## config.mk

```make
export PLATFORM = sky130hd
export DESIGN_NAME = alpha_projection_sprite_splitter_core
export DESIGN_NICKNAME = d
export VERILOG_FILES = /design/src/rtl/apss_pkg.sv /design/src/rtl/apss_ram.sv /design/src/rtl/alpha_projection_sprite_splitter_core.sv
export SDC_FILE = /design/constraint.sdc
export NUM_CORES = 1
export LEC_CHECK = 0
export ABC_AREA = 0
export BUFFER_PORTS_ARGS = -buffer_cell sky130_fd_sc_hd__buf_2
export CAP_MARGIN = 20
export CORE_UTILIZATION = 35
export DETAILED_ROUTE_END_ITERATION = 10
export PLACE_DENSITY = 0.56
export SLEW_MARGIN = 30
export SYNTH_ARGS = -nofsm -noshare
export SYNTH_HDL_FRONTEND = slang
export SYNTH_SLANG_ARGS = --single-unit
```

## constraint.sdc

```tcl
create_clock -name aclk -period 6.77 [get_ports aclk]
set_clock_uncertainty 0.2 [all_clocks]
set_input_delay 0.3385 -clock aclk [delete_from_list [all_inputs] [get_ports aclk]]
set_output_delay 0.3385 -clock aclk [all_outputs]
set_load 0.1 [all_outputs]
```

## src/rtl/apss_pkg.sv

```systemverilog
// Package for the alpha projection sprite splitter.
// Sizes, result kind codes and reset values shared by the core and its testbench.
// No dependencies.
package apss_pkg;

    // Geometry
    localparam int MAX_WIDTH   = 256;
    localparam int MAX_HEIGHT  = 4096;
    localparam int ADDR_W      = $clog2(MAX_WIDTH);
    localparam int COL_W       = $clog2(MAX_WIDTH + 1);
    localparam int ROW_CNT_W   = $clog2(MAX_HEIGHT);

    // Beat fields
    localparam int ALPHA_W     = 8;
    localparam int IDX_W       = 12;
    localparam int MIN_RUN_W   = 9;

    // Results per band: one band record plus at most MAX_RUNS column runs
    localparam int MAX_RESULTS = 22;
    localparam int MAX_RUNS    = MAX_RESULTS - 1;
    localparam int RUN_CNT_W   = $clog2(MAX_RUNS + 1);

    localparam logic [MIN_RUN_W-1:0] MIN_RUN_RESET = MIN_RUN_W'(10);

    // Result kind codes
    localparam logic KIND_BAND = 1'b0;
    localparam logic KIND_RUN  = 1'b1;

endpackage

```

## src/rtl/apss_ram.sv

```systemverilog
// Generic simple dual-port RAM: one write port, one read port, registered read.
// Read returns the old contents when the same address is written in that cycle.
// No dependencies.
module apss_ram #(
    parameter int WIDTH = 1,
    parameter int DEPTH = 256
) (
    input  logic                     aclk,
    input  logic                     we,
    input  logic [$clog2(DEPTH)-1:0] waddr,
    input  logic [WIDTH-1:0]         wdata,
    input  logic                     re,
    input  logic [$clog2(DEPTH)-1:0] raddr,
    output logic [WIDTH-1:0]         rdata
);

    logic [WIDTH-1:0] mem_reg [DEPTH];
    logic [WIDTH-1:0] rdata_reg;

    // Storage and registered read; read data holds while re is low
    always_ff @(posedge aclk) begin
        if (we) begin
            mem_reg[waddr] <= wdata;
        end
        if (re) begin
            rdata_reg <= mem_reg[raddr];
        end
    end

    assign rdata = rdata_reg;

endmodule

```

## src/rtl/alpha_projection_sprite_splitter_core.sv

```systemverilog
// Alpha projection sprite splitter. Pixels (alpha bytes) enter one per cycle in raster order
// and mark a per-column ink bitmap held in a single-bit RAM of MAX_WIDTH entries. When an
// empty row closes a band of ink rows, the core emits a band record and then walks the whole
// bitmap, one column per cycle through the RAM read port unless a found run waits for the
// result register, emitting each column run wider than min_run_width and clearing each
// entry behind it. The input is stalled for the walk and until the last result is handed
// over. An image that ends inside a band runs the same walk with no results. After reset
// the same walk clears the bitmap, with s_ready held low. Otherwise one pixel is taken each
// cycle. The last result of a band carries m_last.
// Depends on apss_pkg and apss_ram.
module alpha_projection_sprite_splitter_core (
    input  logic                            aclk,
    input  logic                            aresetn,
    // Configuration
    input  logic                            cfg_we,
    input  logic [apss_pkg::MIN_RUN_W-1:0]  cfg_wdata,
    // Pixel beats
    input  logic                            s_valid,
    output logic                            s_ready,
    input  logic [apss_pkg::ALPHA_W-1:0]    s_alpha,
    input  logic                            s_end_of_row,
    input  logic                            s_end_of_image,
    // Result beats
    output logic                            m_valid,
    input  logic                            m_ready,
    output logic                            m_kind,
    output logic [apss_pkg::IDX_W-1:0]      m_start_index,
    output logic [apss_pkg::IDX_W-1:0]      m_stop_index,
    output logic                            m_last
);
    import apss_pkg::*;

    typedef enum logic [1:0] {
        ST_IDLE,
        ST_WALK,
        ST_FLUSH
    } state_t;

    state_t                 state_reg;
    logic [MIN_RUN_W-1:0]   min_run_reg;

    // Scan state
    logic                   row_ink_reg;
    logic                   in_band_reg;
    logic [ROW_CNT_W-1:0]   band_top_reg;
    logic [ROW_CNT_W-1:0]   row_cnt_reg;
    logic [COL_W-1:0]       col_cnt_reg;
    logic [COL_W-1:0]       row_len_reg;

    // Walk state
    logic [COL_W-1:0]       ptr_reg;
    logic                   dv_reg;
    logic [ADDR_W-1:0]      col_reg;
    logic                   open_reg;
    logic [ADDR_W-1:0]      run_start_reg;
    logic [RUN_CNT_W-1:0]   run_cnt_reg;
    logic                   emit_en_reg;

    // Result held back until we know whether it is the last one
    logic                   pend_kind_reg;
    logic [IDX_W-1:0]       pend_start_reg;
    logic [IDX_W-1:0]       pend_stop_reg;

    // Output register
    logic                   m_valid_reg;
    logic                   m_kind_reg;
    logic [IDX_W-1:0]       m_start_reg;
    logic [IDX_W-1:0]       m_stop_reg;
    logic                   m_last_reg;

    // RAM ports
    logic                   ram_we;
    logic [ADDR_W-1:0]      ram_waddr;
    logic                   ram_wdata;
    logic                   ram_re;
    logic [ADDR_W-1:0]      ram_raddr;
    logic                   ram_rdata;

    // Pixel side
    logic                   s_accept;
    logic                   in_range;
    logic                   row_ink_now;
    logic [COL_W-1:0]       col_next;
    logic                   row_end;
    logic                   band_open;
    logic                   band_close;
    logic                   band_drop;

    // Walk side
    logic                   out_free;
    logic                   out_load;
    logic                   eval;
    logic                   run_found;
    logic [COL_W-1:0]       run_width;
    logic                   stall;
    logic                   advance;
    logic                   ptr_live;
    logic                   walk_done;

    assign s_ready  = (state_reg == ST_IDLE);
    assign s_accept = s_valid && s_ready;
    assign out_free = !m_valid_reg || m_ready;

    // Per-pixel decode
    assign in_range    = (col_cnt_reg < COL_W'(MAX_WIDTH));
    assign row_ink_now = row_ink_reg || (in_range && (s_alpha != '0));
    assign col_next    = in_range ? col_cnt_reg + COL_W'(1) : col_cnt_reg;
    assign row_end     = s_end_of_row || s_end_of_image;
    assign band_open   = row_end && row_ink_now && !in_band_reg;
    assign band_close  = row_end && !row_ink_now && in_band_reg;
    // image ends while a band is (or just became) open
    assign band_drop   = s_end_of_image && (band_open || (in_band_reg && !band_close));

    // Walk step: evaluate returned column, stall only when a run needs the output slot
    assign eval      = dv_reg && (COL_W'(col_reg) < row_len_reg);
    assign run_width = COL_W'(col_reg) - COL_W'(run_start_reg);
    assign run_found = eval && !ram_rdata && open_reg && emit_en_reg
                       && (run_width > COL_W'(min_run_reg))
                       && (run_cnt_reg < RUN_CNT_W'(MAX_RUNS));
    assign stall     = run_found && !out_free;
    assign advance   = (state_reg == ST_WALK) && !stall;
    assign ptr_live  = (ptr_reg < COL_W'(MAX_WIDTH));
    assign walk_done = !ptr_live && !dv_reg;

    // Output register loads on a run hand-off or on the final flush
    assign out_load  = ((state_reg == ST_WALK) && run_found && out_free)
                       || ((state_reg == ST_FLUSH) && out_free);

    // RAM port selection: pixels set ink, the walk clears behind its read pointer
    always_comb begin
        ram_re    = 1'b0;
        ram_raddr = ptr_reg[ADDR_W-1:0];
        if (state_reg == ST_WALK) begin
            ram_we    = advance && dv_reg;
            ram_waddr = col_reg;
            ram_wdata = 1'b0;
            ram_re    = advance && ptr_live;
        end else begin
            ram_we    = s_accept && in_range && (s_alpha != '0);
            ram_waddr = col_cnt_reg[ADDR_W-1:0];
            ram_wdata = 1'b1;
        end
    end

    apss_ram #(
        .WIDTH (1),
        .DEPTH (MAX_WIDTH)
    ) u_ink_map (
        .aclk  (aclk),
        .we    (ram_we),
        .waddr (ram_waddr),
        .wdata (ram_wdata),
        .re    (ram_re),
        .raddr (ram_raddr),
        .rdata (ram_rdata)
    );

    // Configuration register
    always_ff @(posedge aclk) begin
        if (!aresetn) begin
            min_run_reg <= MIN_RUN_RESET;
        end else if (cfg_we) begin
            min_run_reg <= cfg_wdata;
        end
    end

    // Row and band tracking
    always_ff @(posedge aclk) begin
        if (!aresetn) begin
            row_ink_reg  <= 1'b0;
            in_band_reg  <= 1'b0;
            band_top_reg <= '0;
            row_cnt_reg  <= '0;
            col_cnt_reg  <= '0;
            row_len_reg  <= '0;
        end else if (s_accept) begin
            if (row_end) begin
                row_len_reg <= col_next;
                col_cnt_reg <= '0;
                row_ink_reg <= 1'b0;
                if (s_end_of_image) begin
                    in_band_reg  <= 1'b0;
                    band_top_reg <= '0;
                    row_cnt_reg  <= '0;
                end else begin
                    if (band_open) begin
                        in_band_reg  <= 1'b1;
                        band_top_reg <= row_cnt_reg;
                    end else if (band_close) begin
                        in_band_reg <= 1'b0;
                    end
                    if (row_cnt_reg < ROW_CNT_W'(MAX_HEIGHT - 1)) begin
                        row_cnt_reg <= row_cnt_reg + ROW_CNT_W'(1);
                    end
                end
            end else begin
                col_cnt_reg <= col_next;
                row_ink_reg <= row_ink_now;
            end
        end
    end

    // Sequencer: band close / drop walk, run detection and result hand-off.
    // Reset starts a silent walk that clears the bitmap.
    always_ff @(posedge aclk) begin
        if (!aresetn) begin
            state_reg     <= ST_WALK;
            m_valid_reg   <= 1'b0;
            ptr_reg       <= '0;
            dv_reg        <= 1'b0;
            open_reg      <= 1'b0;
            run_cnt_reg   <= '0;
            emit_en_reg   <= 1'b0;
        end else begin
            if (out_load) begin
                m_valid_reg <= 1'b1;
            end else if (m_valid_reg && m_ready) begin
                m_valid_reg <= 1'b0;
            end
            case (state_reg)
                ST_IDLE: begin
                    if (s_accept && (band_close || band_drop)) begin
                        state_reg   <= ST_WALK;
                        ptr_reg     <= '0;
                        dv_reg      <= 1'b0;
                        open_reg    <= 1'b0;
                        run_cnt_reg <= '0;
                        emit_en_reg <= band_close;
                        // band record: top row and the empty row that closes it
                        pend_kind_reg  <= KIND_BAND;
                        pend_start_reg <= IDX_W'(band_top_reg);
                        pend_stop_reg  <= IDX_W'(row_cnt_reg);
                    end
                end
                ST_WALK: begin
                    if (walk_done) begin
                        state_reg <= emit_en_reg ? ST_FLUSH : ST_IDLE;
                    end else if (advance) begin
                        if (eval) begin
                            if (ram_rdata && !open_reg) begin
                                open_reg      <= 1'b1;
                                run_start_reg <= col_reg;
                            end else if (!ram_rdata && open_reg) begin
                                open_reg <= 1'b0;
                            end
                        end
                        // a new run pushes the held result out as not last
                        if (run_found) begin
                            m_kind_reg     <= pend_kind_reg;
                            m_start_reg    <= pend_start_reg;
                            m_stop_reg     <= pend_stop_reg;
                            m_last_reg     <= 1'b0;
                            pend_kind_reg  <= KIND_RUN;
                            pend_start_reg <= IDX_W'(run_start_reg);
                            pend_stop_reg  <= IDX_W'(col_reg);
                            run_cnt_reg    <= run_cnt_reg + RUN_CNT_W'(1);
                        end
                        dv_reg  <= ptr_live;
                        col_reg <= ptr_reg[ADDR_W-1:0];
                        if (ptr_live) begin
                            ptr_reg <= ptr_reg + COL_W'(1);
                        end
                    end
                end
                ST_FLUSH: begin
                    if (out_free) begin
                        m_kind_reg  <= pend_kind_reg;
                        m_start_reg <= pend_start_reg;
                        m_stop_reg  <= pend_stop_reg;
                        m_last_reg  <= 1'b1;
                        state_reg   <= ST_IDLE;
                    end
                end
                default: begin
                    state_reg <= ST_IDLE;
                end
            endcase
        end
    end

    assign m_valid       = m_valid_reg;
    assign m_kind        = m_kind_reg;
    assign m_start_index = m_start_reg;
    assign m_stop_index  = m_stop_reg;
    assign m_last        = m_last_reg;

endmodule

```

Word level (Yosys, flattened, before mapping)
Memories as Yosys holds them, arrays and structs flattened. A register that Yosys moved wholly into a read port is not among the register bits. Index checks and enable logic that the tools add are counted.

Divide/modulo/power cells: 0. Multipliers: 0. Reductions and logical operators: 66. Order comparisons: 6. Bitwise gates (word level): 1. Muxes and demuxes: 77. Shift operators: 0. Add/sub/neg operators: 5. Equality and inequality tests: 11.

Operators by type and width (count): 12-bit 2-to-1 mux (20); 12-bit one-hot mux with 2 select lines (4); 9-bit 2-to-1 mux (6); 1-bit 2-to-1 mux (30); 1-bit logical AND (28); 6-bit AND reduction (4); 5-bit 2-to-1 mux (4); 9-bit by 1-bit adder with 9-bit output (second input constant) (2); 9-bit < comparator (second input constant) (2); 9-bit one-hot mux with 2 select lines (1); 2-bit inequality test (second input constant) (7); 12-bit by 1-bit adder with 12-bit output (second input constant) (1); 12-bit < comparator (second input constant) (1); 3-bit AND reduction (4); 1-bit logical NOT (10); 1-bit one-hot mux with 2 select lines (5); 5-bit one-hot mux with 2 select lines (1); 5-bit AND reduction (2); 2-bit nonzero test (5); 9-bit > comparator (1); 8-bit by 9-bit < comparator with 1-bit output (1); 8-bit by 8-bit subtractor with 9-bit output (1); 2-bit 2-to-1 mux (4); 8-bit 2-to-1 mux (1); other kinds (14) (21).

Memory bits (writable): 256. Bits in latches: 0. Logic and storage cells: 190. Input bits: 24. ROM bits: 0. Memories kept: 1. Output and inout port bits: 28. Bits in registers: 140.

Memories: u_ink_map.mem_reg (words 256, width 1, read ports 1, clocked after memory_dff 1, wr ports 1, RTL line apss_ram.sv:17) `logic [WIDTH-1:0] mem_reg [DEPTH];`.

Longest topological paths before layout
Gate-level depths: netlist of the first run.

Depth after elaboration: 14. Gate-level depth with buffers: 20. Depth with buffers taken out: 18.

Cells and area by module
From an unflattened synthesis of the first run, not the netlist that was laid out.

Cells, all modules: 1412. Area, all modules: 17526.8 sq um.

By module, submodules not included: apss_ram (cells an instance 788, instances 1, seq. area each 7717.4 sq um, area an instance 11138.2 sq um); alpha_projection_sprite_splitter_core (cells an instance 624, instances 1, seq. area each 3473.3 sq um, area an instance 6388.6 sq um).

Worst setup path after synthesis of the first run
No wires, ideal clock.

Path type: reg2reg. Start point: reg state_reg[1]. End point: mem u_ink_map.mem_reg[0] (data pin). Cell stages (with the launch flop): 6. Setup slack: 0.219 ns. Period minus slack after synthesis: 6.551 ns. Arrival: 5.306 ns. Buffers on the path: 4. Library setup time: 1.045 ns. Data required time: 5.525 ns. Path through: dfxtp_1 -> nand2b_1 -> clkbuf_1 -> clkbuf_1 -> clkbuf_1 -> clkbuf_1.

Cells in the longest elaborated chain, start to end: 2.

RTL lines: from (decl) (RTL line alpha_projection_sprite_splitter_core.sv:39) `state_t state_reg;`; from (signal assigned) (RTL line alpha_projection_sprite_splitter_core.sv:237) `state_reg <= emit_en_reg ? ST_FLUSH : ST_IDLE;`; 2-bit by 1-bit == test with 1-bit output (RTL line alpha_projection_sprite_splitter_core.sv:133) `if (state_reg == ST_WALK) begin`; 1-bit 2-to-1 mux (RTL line alpha_projection_sprite_splitter_core.sv:133); net ram_wdata (RTL line alpha_projection_sprite_splitter_core.sv:74) `logic ram_wdata;`; to (decl) (RTL line apss_ram.sv:17).

The timed path passes the listed nets, and every way through them passes these cells.

Final worst setup path of the first run
Start point: reg col_reg[0]. End point: mem u_ink_map.mem_reg[170] (enable).

Cells in the longest elaborated chain, start to end: 14. Elaborated cells on any way between the ends: 17. Those cells by class: 1 x add/sub; 2 x order compare; 4 x mux; 10 x reduce/logical.

RTL lines: from (decl) (RTL line alpha_projection_sprite_splitter_core.sv:53) `logic [ADDR_W-1:0] col_reg;`; from (signal assigned) (RTL line alpha_projection_sprite_splitter_core.sv:259) `col_reg <= ptr_reg[ADDR_W-1:0];`; branches (longest 14 deep; another with 8-bit by 8-bit subtractor with 9-bit output).

Several ways; the timed one is not identified.

==> impl_results.md, run 1 <==
- Post-layout util: around 40%
- Worst-case hold path end point: min_run_reg[4]
- Mux share of post-synthesis cell area: 8.72%
- Run status: finished, final reports clean
- Area Overhead vs Synth: 14.2%
- Main combinational cell family by area after synthesis: simple AND/OR/NAND/NOR gates
- Core ar.: 50100 µm²
- Share of the synthesized area in the top cell type: between 50% and 60%
- PwrDens: roughly 250 nW/µm²
- H-Tree Depth: 2
- Crit end category: flop
- Num CTS Buffers: 42
- Relative max-transition margin: between 20% and 30%
- Final hold violation count: 0
- CTS root buf: clkbuf_16
- Largest cells by area after synthesis: edfxtp_1 (55%), dfxtp_1 (8.2%), nor2_1 (7.0%)
- Crit-path max cell delay: 0.62 ns
- Crit-path cells: inv_1, ha_1, fa_1, nor2b_1, o21ai_0, a21boi_0, o21a_1, o21ai_0, nand2b_1, a21oi_1, ha_1, nand2_1, nor4_1, nor4b_1, and2_1, a311oi_2, buf_4, o211ai_1, buf_2, nor2_1
- Post-route antenna net violation count: 0
- Hold/Removal Path Class: input port to flop
- Final Setup Violations: 0
- Int Power: ~4000 µW
- Starting Density: 35.4%
- Maxcap violations: 0
- Period Utilization, post-route: roughly four fifths
- Avg WL per Cell: 19.8 µm
- Worst IR Drop VDD: ~0.2 mV
- Crit-path max FO: 16
- RR Startpoint: col_reg[0]
- Placed Area: around 19000 µm²
- Post-Synth Simple-Gate Area: between 10% and 20%
- Die Ht: approximately 230 µm
- Nets@finish: between 1500 and 2000
- GPL Wtd Cong: around 0.77
- WHS Path Cells: 3
- Worst-Skew Late Latency: between 0.5 and 0.6 ns
- Multi-input logic area: between 6000 and 7000 µm²
- Slew Limit Fails: 0
- Total number of vias: 11700
- Post-Synth XOR/XNOR Area: about 1.1%
- Largest register FFs: around 260
- Worst Hold Launch: cfg_we
- Post-cts resize count: 0
- Antenna cells: 0
- Hold Buf Count CTS: 17
- Syn_nets: between 1500 and 2000
- First-pass GRT wire length: 66000 µm
- Flop-to-flop setup slack: roughly 1.5 ns
- Complex-gate fraction of the synthesized area: around 8.2%
- Final worst slack: 1.47 ns
- Worst Path Arrival: roughly 5.4 ns
- CTS tree: done
- Pin count of the biggest net entering global routing: about 120
- Switch share: about 23%
- R2R Path End: u_ink_map.mem_reg[170]
- DR DRC count: 0
- GRT Total Usage: between 15 and 20%
- Mean Syn Cell Area: approximately 12 µm²
- CTS sink cnt: 397
- Pre-antenna DRT Iters: 6
- Sequential cell area: between 10000 and 15000 µm²
- Gr ovfl total: 0
- Cells on worst reg2reg path: 20
- Critical Path Source Type: flop
- Critical path's slowest cell: nor4_1
- Setup TNS: 0 ns
- Synth Register Bits: around 400
- Fillers: between 4000 and 5000
- CP top delay family: simple AND/OR/NAND/NOR gates
- Critical path class: flop to flop
- Logic pwr share: around 4.4%
- Die width: around 230 µm
- HPWL after detailed placement: 25600 µm
- Clock edge transition at the registers on the reported setup and hold paths: around 0.060 ns
- Post-Place Worst Slack: 1.44 ns
- First DRT Iteration DRCs: roughly 1100
- Leak pwr: roughly 0.0064 µW
- Sequential area share after synthesis: between 60 and 70%
- RSZ-0062 raised after global routing: false
- Clock tree buffer depth: 3
- Num ports: 52
- Setup bufs post-CTS: 0
- Routed WL: roughly 44000 µm
- Initial antenna violation count: 0
- Synth Warn #: 0
- Tightest Pin Transition: between 1 and 1.5 ns
- Reg power frac: between 50% and 60%
- Fin crit period: 5.30 ns
- Port bufs: 51
- Vias in the first global route: 11200
- Critical path buffer and inverter count: 3
- Net Sw Power: 1160 µW
- Cell Area, Synth: between 15000 and 20000 µm²
- Top FF cell, synth: edfxtp_1
- Num rows: 82
- FMAX: 0.189 GHz
- Worst EP required: slightly below 7 ns
- Share of flip-flops with an asynchronous set or reset: 0%
- Post-synthesis cell type count: between 60 and 70
- Mapped Cells: 1452
- Clock share of power: about 44%
- Share of post-route cells with drive strength above 1: between 10% and 20%
- Synth Area in Adders: 2.09%
- Post-detailed-route via-to-cell ratio: 5.30
- Die area: 51600 µm²
- Area leader, netlist: edfxtp_1
- Final instance area: a little over 20000 µm²
- Post-synth EDFFs: 324
==> worst register-to-register path: cells and delay by family, from the launching register on <==
family / cells / cell delay, ns
compound gates: 7 / 1.23
simple gates: 7 / 1.48
flops: 1 / 0.41
buf+inv: 3 / 0.74
fa+ha+maj: 3 / 0.95
==> cell usage in the layout (no fill, tap or decap), types with 8 or more instances in the layout <==
cell type        n
nand2b_1        11
o22ai_1         28
edfxtp_1       324
nor4_1           8
clkinv_1         8
o211ai_1        15
and2_1          11
o21ai_0         31
a22oi_1         21
a211oi_1         8
and3_1           8
o31ai_1          8
dfxtp_1         71
clkinv_2        10
nand3b_1        13
mux4_2          36
xor2_1          12
buf_2           55
o211ai_2        10
dlygate4sd3_1   17
buf_4           26
nor2b_1         13
nand2_2         11
mux2i_1         69
nand2_1         74
ha_1            28
clkbuf_16       42
a21oi_1         27
xnor2_1         10
nor3_1           9
nor2_1         330
inv_1           33
nand3_1         30
==> logic make-up after synthesis <==
kind of cell	after synthesis
AND/OR/NAND/NOR	557
AO/OA/AOI/OAI	206
multiplexers	109
adder cells (fa/ha/maj)	29
XOR/XNOR	22
flip-flops	397
buffers and inverters	132
==> per-layer routing <==
layer	part of all wire, %	track usage (%)	vias to the layer above
li1	-	-	5409
met1	44	22.2	5848
met2	48	28.7	332
met3	5.0	2.35	79
met4	3.1	6.47	0
met5	0	0	-
==> power by group through the flow <==
| stage | registers [µW] | logic, µW | clock network (µW) |
|---|---|---|---|
| after floorplan | 2680 | 162 | 0 |
| after global placement | 2700 | 216 | 0 |
| after detailed placement | 2700 | 219 | 0 |
| after CTS | 2650 | 228 | 2310 |
| after global routing | 2650 | 247 | 2400 |
| final | 2650 | 227 | 2270 |
==> layout make-up <==
class	instances	share of cell area, %
tap	672	4.15
sequential	397	55.3
timing repair buffer	99	3.22
multi-input combinational	923	30.1
clock buffer	48	5.35
inverter	34	0.630
clock inverter	29	1.27
==> worst max-delay path by stage <==
| stage | start | end | slack, ns | cells past startpoint |
|---|---|---|---|---|
| final | col_reg[0] | u_ink_map.mem_reg[170] | 1.47 | 20 |
| after global placement | col_reg[0] | u_ink_map.mem_reg[17] | 1.46 | 19 |
| after detailed placement | col_reg[0] | u_ink_map.mem_reg[170] | 1.44 | 20 |
| after floorplan | state_reg[1] | u_ink_map.mem_reg[0] | 0.22 | 5 |
| after global routing | col_reg[0] | u_ink_map.mem_reg[160] | 1.15 | 20 |
| after CTS | col_reg[0] | u_ink_map.mem_reg[170] | 1.40 | 20 |
==> metrics by stage <==
stage          power (µW)  hold WS (ns)  cells
6_report             5140        0.0290   2202
5_1_grt              5290        0.0421   2202
4_1_cts              5180       0.00133   2202
3_5_place_dp         2920         0.205   2108
3_3_place_gp         2920         0.205   2104
2_1_floorplan        2840         0.200   1452
==> Yosys cell counts, drive strengths merged, types with 13 or more instances <==
library cell	instances
a22oi	21
nand2	85
nor2	330
nor2b	13
buf	39
o22ai	28
inv	33
mux4	36
clkbuf	59
mux2i	69
edfxtp	324
nand3b	13
a21oi	27
dfxtp	73
nand3	30
o21ai	38
ha	28
o211ai	25
Power figures use the tool's default switching activity.
==> run 2, diff against run 1 <==
- clock period: 6.77 -> 4.3 ns (I/O delays scaled with it)
==> run 2 against run 1 <==
Against the previous run:
- worst setup slack worse by 1.4 ns
- routed wire length is 7.3% higher
- sequential share of layout area is 4.5 points lower
- clock power is 59% higher
- global-route usage is 1.1 points higher
- via count is 2.3% higher
- highest routed layer unchanged
==> impl_results.md, run 2 (synthesized netlist as in run 1, its figures left out) <==
- Gr ovfl total: 0 (unchanged)
- CTS tree: done (unchanged)
- Starting Density: 35.4% (unchanged)
- HPWL after detailed placement: 27700 µm (was 25600 µm)
- CTS root buf: clkbuf_16 (unchanged)
- Post-route antenna net violation count: 0 (unchanged)
- Crit end category: flop (unchanged)
- Pre-antenna DRT Iters: 5 (was 6)
- Antenna cells: 0 (unchanged)
- Critical Path Source Type: flop (unchanged)
- Maxcap violations: 0 (unchanged)
- Reg power frac: 50.4% (was 51.5%)
- Period Utilization, post-route: 98.6% (was 78.3%)
- Hold/Removal Path Class: input port to flop (unchanged)
- H-Tree Depth: 2 (unchanged)
- Clock share of power: 43.8% (was 44.1%)
- Cells on worst reg2reg path: 21 (was 20)
- Final hold violation count: 0 (unchanged)
- GRT Total Usage: 18.1% (was 17.0%)
- Worst-case hold path end point: emit_en_reg (was min_run_reg[4])
- Worst-Skew Late Latency: 0.58 ns (was 0.59 ns)
- Num rows: 82 (unchanged)
- Clock edge transition at the registers on the reported setup and hold paths: 0.06 ns (about the same)
- CTS sink cnt: 397 (unchanged)
- RR Startpoint: run_start_reg[0] (was col_reg[0])
- Post-detailed-route via-to-cell ratio: 5.20 (was 5.30)
- Largest register FFs: 256 (unchanged)
- Final Setup Violations: 0 (unchanged)
- First DRT Iteration DRCs: 1054 (was 1083)
- Run status: finished, final reports clean (unchanged)
- PwrDens: 374 nW/µm² (was 254 nW/µm²)
- Worst Hold Launch: s_alpha[6] (was cfg_we)
- Num ports: 52 (unchanged)
- Worst Path Arrival: 4.33 ns (was 5.38 ns)
- DR DRC count: 0 (unchanged)
- Area Overhead vs Synth: 24.2% (was 14.2%)
- Num CTS Buffers: 44 (was 42)
- R2R Path End: u_ink_map.mem_reg[238] (was u_ink_map.mem_reg[170])
- Most frequent cells in the layout: edfxtp_1 (324), nor2_1 (201), nand2_1 (83) (was nor2_1 (330), edfxtp_1 (324), nand2_1 (74))
- GPL Wtd Cong: 0.855 (was 0.774)
- Die width: 227 µm (unchanged)
- Final worst slack: 0.0586 ns (was 1.47 ns)
- Pin count of the biggest net entering global routing: 171 (was 122)
- Logic pwr share: 5.8% (was 4.4%)
- Port bufs: 51 (unchanged)
- Flop-to-flop setup slack: 0.06 ns (was 1.47 ns)
- WHS Path Cells: 7 (was 3)
- Critical path class: flop to flop (unchanged)
- FMAX: 0.236 GHz (was 0.189 GHz)
- Tightest Pin Transition: 1.14 ns (was 1.08 ns)
- Core ar.: 50100 µm² (unchanged)
- Clock tree buffer depth: 3 (unchanged)
- Worst EP required: 4.39 ns (was 6.85 ns)
- Worst IR Drop VDD: 0.287 mV (was 0.199 mV)
- Post-Place Worst Slack: -0.0870 ns (was 1.44 ns)
- Relative max-transition margin: 23.0% (was 28.1%)
- Net Sw Power: 1840 µW (was 1160 µW)
- Die area: 51600 µm² (unchanged)
- Crit-path max FO: 8 (was 16)
- Leak pwr: 0.00694 µW (was 0.00638 µW)
- Routed WL: 46800 µm (was 43600 µm)
- Vias in the first global route: 11900 (was 11200)
- Switch share: 22.3% (was 22.6%)
- Tot Pwr: 8240 µW (was 5140 µW)
- Share of post-route cells with drive strength above 1: 26.5% (was 14.8%)
- Slew Limit Fails: 0 (unchanged)
- First-pass GRT wire length: 69900 µm (was 66000 µm)
- RSZ-0062 raised after global routing: true (was false)
- Total number of vias: 11900 (was 11700)
- Int Power: 6410 µW (was 3980 µW)
- Initial antenna violation count: 0 (unchanged)
- Die Ht: 227 µm (unchanged)
- Fin crit period: 4.24 ns (was 5.30 ns)
- Avg WL per Cell: 20.4 µm (was 19.8 µm)
- Most common cell after layout, fill and taps aside: edfxtp_1 (was nor2_1)
- Nets@finish: 1641 (was 1550)
[run 2: power groups by stage]
stage | combinational, µW | sequential (µW) | clock (µW)
final | 478 | 4160 | 3610
after detailed placement | 403 | 4240 | 0
after global placement | 399 | 4240 | 0
after global routing | 512 | 4160 | 3840
after CTS | 435 | 4160 | 3700
after floorplan | 257 | 4210 | 0
[run 2: what timing repair did]
item	in CTS	in global routing
pin swaps	6	32
endpoints found under the setup margin	256	277
gates cloned	3	5
hold buffers	25	0
resized for setup	16	226
buffers inserted	3	10
endpoints found under the hold margin	25	0
[run 2: worst max path at each step]
| stage | start | to | cells past startpoint |
|---|---|---|---|
| floorplan | col_reg[0] | u_ink_map.mem_reg[40] | 20 |
| finish | run_start_reg[0] | u_ink_map.mem_reg[238] | 21 |
| detailed placement | col_reg[0] | u_ink_map.mem_reg[169] | 21 |
| CTS | col_reg[0] | u_ink_map.mem_reg[228] | 21 |
| global route | run_start_reg[0] | u_ink_map.mem_reg[255] | 20 |
| global placement | col_reg[0] | u_ink_map.mem_reg[157] | 21 |
[run 2: per-stage QoR]
stage	TNS, ns	utilization [%]	area (µm²)	hold slack [ns]	cells
after floorplan	0	-	17800	0.145	1452
after global placement	-5.24	38.7	19400	0.204	2169
after detailed placement	-10.32	38.8	19400	0.205	2170
after CTS	0	42.2	21100	0.105	2280
after global routing	-25.25	44.0	22000	0.212	2293
final	0	44.0	22000	0.133	2293
[run 2: final cells by class]
cell class	instances	area [µm²]
Clock buffer	54	1150
Clock inverter	25	220
Fill cell	4645	28000
Inverter	34	128
Multi-Input combinational cell	923	6840
Sequential cell	397	11200
Tap cell	672	841
Timing Repair Buffer	188	1670
[run 2: critical path: stages, from the launching register on]
cell and delay [ns]:
edfxtp_1 0.43, ha_4 0.20, fa_2 0.37, nor2b_2 0.14
o21ai_2 0.07, a21boi_2 0.15, o21a_1 0.15, o21ai_1 0.06
nand2b_1 0.07, a21oi_1 0.07, ha_1 0.31, nand2_2 0.07
nor4_2 0.22, buf_4 0.17, nor4b_4 0.04, and2_4 0.17
a311oi_4 0.26, buf_6 0.20, buf_12 0.12, o211ai_4 0.10
clkbuf_16 0.26, nor2_2 0.09
[run 2: metal layers]
metal	track usage (%)	share of wire, %	wire, µm	vias to the layer above
met5	0	0	0	-
met4	6.93	3.0	1410	0
met3	2.72	5.1	2380	84
met2	31.4	50	23300	339
met1	22.8	42	19700	5909
li1	-	-	-	5602
==> run 3, diff against run 2 <==
- CORE_UTILIZATION: 35 -> 55
- PLACE_DENSITY: 0.56 -> 0.79
==> run 3 against run 2 <==
Against the previous run:
- the flow now finishes with violations (setup timing)
- final area shrank 2.0%
- highest routed layer unchanged
- routed wire length shrank 2.9%
- global-route usage grew 8.3 points
==> impl_results.md, run 3 (synthesized netlist as in run 1, its figures left out) <==
- Tightest Pin Transition: 1.45 ns (was 1.14 ns)
- Worst Hold Launch: m_ready (was s_alpha[6])
- Largest register FFs: 256 (unchanged)
- Multi-input logic area: 6910 µm² (was 6840 µm²)
- Crit-path max FO: 8 (unchanged)
- Crit-path max cell delay: 0.41 ns (was 0.43 ns)
- Routed WL: 45400 µm (was 46800 µm)
- WHS Path Cells: 4 (was 7)
- Int Power: 6260 µW (was 6410 µW)
- Worst IR Drop VDD: 0.401 mV (was 0.287 mV)
- Critical Path Source Type: flop (unchanged)
- Switch share: 22.0% (was 22.3%)
- First DRT Iteration DRCs: 1616 (was 1054)
- First-pass GRT wire length: 66900 µm (was 69900 µm)
- Worst EP required: 4.34 ns (was 4.39 ns)
- Core ar.: 31600 µm² (was 50100 µm²)
- DR DRC count: 0 (unchanged)
- Crit-path cells: inv_2, ha_4, fa_2, nor2b_2, o21ai_2, a21boi_2, o21a_1, o21ai_0, nand2b_1, a21oi_1, ha_1, buf_4, a21oi_2, nand3_4, buf_6, a311oi_4, buf_6, o211ai_1, buf_4, buf_6, nor2_1 (was ha_4, fa_2, nor2b_2, o21ai_2, a21boi_2, o21a_1, o21ai_1, nand2b_1, a21oi_1, ha_1, nand2_2, nor4_2, buf_4, nor4b_4, and2_4, a311oi_4, buf_6, buf_12, o211ai_4, clkbuf_16, nor2_2)
- Violated checks: setup timing
- Num CTS Buffers: 42 (was 44)
- Fin crit period: 4.47 ns (was 4.24 ns)
- HPWL after detailed placement: 25100 µm (was 27700 µm)
- Hold slack: 0.0680 ns (was 0.133 ns)
- Period Utilization, post-route: 104% (was 98.6%)
- Gr ovfl total: 0 (unchanged)
- FMAX: 0.224 GHz (was 0.236 GHz)
- Most common cell after layout, fill and taps aside: edfxtp_1 (unchanged)
- Slew Limit Fails: 0 (unchanged)
- GRT Total Usage: 26.5% (was 18.1%)
- Initial antenna violation count: 0 (unchanged)
- Cells on worst reg2reg path: 21 (unchanged)
- Port bufs: 51 (unchanged)
- Worst-case hold path end point: state_reg[1] (was emit_en_reg)
- Met2 Use GR: 46.4% (was 31.4%)
- Reg power frac: 51.8% (was 50.4%)
- Worst-Skew Late Latency: 0.54 ns (was 0.58 ns)
- Area Overhead vs Synth: 21.7% (was 24.2%)
- Die width: 182 µm (was 227 µm)
- M3 GR Usage: 3.71% (was 2.72%)
- Run status: finished, violations left (was finished, final reports clean)
- Critical path class: flop to flop (unchanged)
- Critical path's slowest cell: edfxtp_1 (unchanged)
- Final Setup Violations: 223 (was 0)
- Clock tree buffer depth: 3 (unchanged)
- Flop-to-flop setup slack: -0.17 ns (was 0.06 ns)
- Final hold violation count: 0 (unchanged)
- Worst Path Arrival: 4.50 ns (was 4.33 ns)
- Net Sw Power: 1760 µW (was 1840 µW)
- Clock share of power: 42.1% (was 43.8%)
- Met1 Track Usage GR: 33.5% (was 22.8%)
- Pin count of the biggest net entering global routing: 257 (was 171)
- Post-detailed-route via-to-cell ratio: 6.21 (was 5.20)
- Starting Density: 56.1% (was 35.4%)
- Num ports: 52 (unchanged)
- WP depth: 21 (unchanged)
- Num rows: 65 (was 82)
- Crit end category: flop (unchanged)
- RSZ-0062 raised after global routing: true (unchanged)
- Die Ht: 182 µm (was 227 µm)
- R2R Path End: u_ink_map.mem_reg[31] (was u_ink_map.mem_reg[238])
- CTS root buf: clkbuf_16 (unchanged)
- Total number of vias: 12500 (was 11900)
- Antenna cells: 0 (unchanged)
- Pre-antenna DRT Iters: 7 (was 5)
- Leak pwr: 0.00686 µW (was 0.00694 µW)
- Avg WL per Cell: 22.6 µm (was 20.4 µm)
- Hold/Removal Path Class: input port to flop (unchanged)
- Sequential cell area: 11200 µm² (unchanged)
- Maxcap violations: 0 (unchanged)
- Logic pwr share: 6.0% (was 5.8%)
- CTS sink cnt: 397 (unchanged)
- Clock edge transition at the registers on the reported setup and hold paths: 0.06 ns (about the same)
- Nets@finish: 1631 (was 1641)
- GPL Wtd Cong: 0.908 (was 0.855)
- CTS tree: done (unchanged)
- H-Tree Depth: 2 (unchanged)
- Most frequent cells in the layout: edfxtp_1 (324), nor2_1 (197), nand2_1 (77) (was edfxtp_1 (324), nor2_1 (201), nand2_1 (83))
- Share of post-route cells with drive strength above 1: 26.7% (was 26.5%)
- RR Startpoint: col_reg[0] (was run_start_reg[0])
- Post-route antenna net violation count: 0 (unchanged)
- PwrDens: 371 nW/µm² (was 374 nW/µm²)
- Die area: 33000 µm² (was 51600 µm²)
- Critical path buffer and inverter count: 6 (was 4)
- CP top delay family: compound AO/OA/AOI/OAI gates (was adder cells)
- GRT busiest layer: met2 (unchanged)
- Fillers: 2152 (was 4645)
- Relative max-transition margin: 3.38% (was 23.0%)
- Final worst slack: -0.166 ns (was 0.0586 ns)
- Most common cell on crit path: buf_6
- Post-layout util: 68.3% (was 44.0%)
- Vias in the first global route: 12100 (was 11900)
run 3: cell types whose count changed in the layout (fill, tap and decap cells not counted), moves of 3 or more:
cell and delta:
buf_12 -3, o21ai_1 -3, nand2_2 +6, nor2_1 -4, clkbuf_1 +8, buf_4 -8
nor2_2 +11, clkinv_2 -4, nand2_1 -6, nor2_4 -7
run 3: cell type report:
| class | instances | share of cell area [%] |
|---|---|---|
| flip-flops and latches | 397 | 51.8 |
| multi-input cells | 926 | 32.0 |
| repair buffers | 177 | 7.35 |
| clock buffers | 59 | 5.16 |
| well taps | 402 | 2.33 |
| clock inverters | 19 | 0.724 |
| inverters | 34 | 0.591 |
run 3: power by group through the flow:
stage	clock network [µW]	logic, µW	registers [µW]
floorplan	0	257	4210
global placement	0	372	4240
detailed placement	0	379	4240
CTS	3400	427	4160
global route	3550	507	4160
finish	3380	482	4160
run 3: worst register-to-register path, cell delays in order, from the launching register on:
cell	delay, ns
edfxtp_1	0.41
inv_2	0.10
ha_4	0.14
fa_2	0.21
nor2b_2	0.05
o21ai_2	0.17
a21boi_2	0.09
o21a_1	0.20
o21ai_0	0.17
nand2b_1	0.08
a21oi_1	0.20
ha_1	0.30
buf_4	0.17
a21oi_2	0.20
nand3_4	0.14
buf_6	0.16
a311oi_4	0.31
buf_6	0.19
o211ai_1	0.16
buf_4	0.25
buf_6	0.13
nor2_1	0.12
run 3: routing by layer:
| layer | up-vias | wire length [µm] |
|---|---|---|
| li1 | 5580 | - |
| met4 | 0 | 1530 |
| met1 | 6165 | 17200 |
| met5 | - | 0 |
| met3 | 124 | 3460 |
| met2 | 641 | 23200 |
run 3: through the flow:
stage | total power, µW | cells | worst slack, ns | instance area (µm²) | setup TNS (ns)
after floorplan | 4470 | 1452 | 0.0486 | 17800 | 0
after global placement | 4610 | 1882 | -0.120 | 18900 | -8.41
after detailed placement | 4620 | 1882 | -0.235 | 18900 | -42.80
after CTS | 7980 | 1999 | 0.00313 | 20800 | 0
after global routing | 8220 | 2014 | -0.323 | 21600 | -58.10
final | 8020 | 2014 | -0.166 | 21600 | -16.02
run 3: worst max path at each step:
stage,from,to,slack [ns]
CTS,run_start_reg[0],u_ink_map.mem_reg[186],0.003
global placement,col_reg[0],m_start_index[2],-0.12
floorplan,col_reg[0],u_ink_map.mem_reg[40],0.05
global route,col_reg[0],u_ink_map.mem_reg[31],-0.32
detailed placement,col_reg[0],u_ink_map.mem_reg[210],-0.23
finish,col_reg[0],u_ink_map.mem_reg[31],-0.17
run 3: timing repair:
action,in CTS,in global routing
gates cloned,5,6
gates resized for setup,62,194
setup endpoints to repair,323,333
pin swaps,24,45
endpoints found under the hold margin,18,0
hold buffers,23,0
setup buffers,12,12
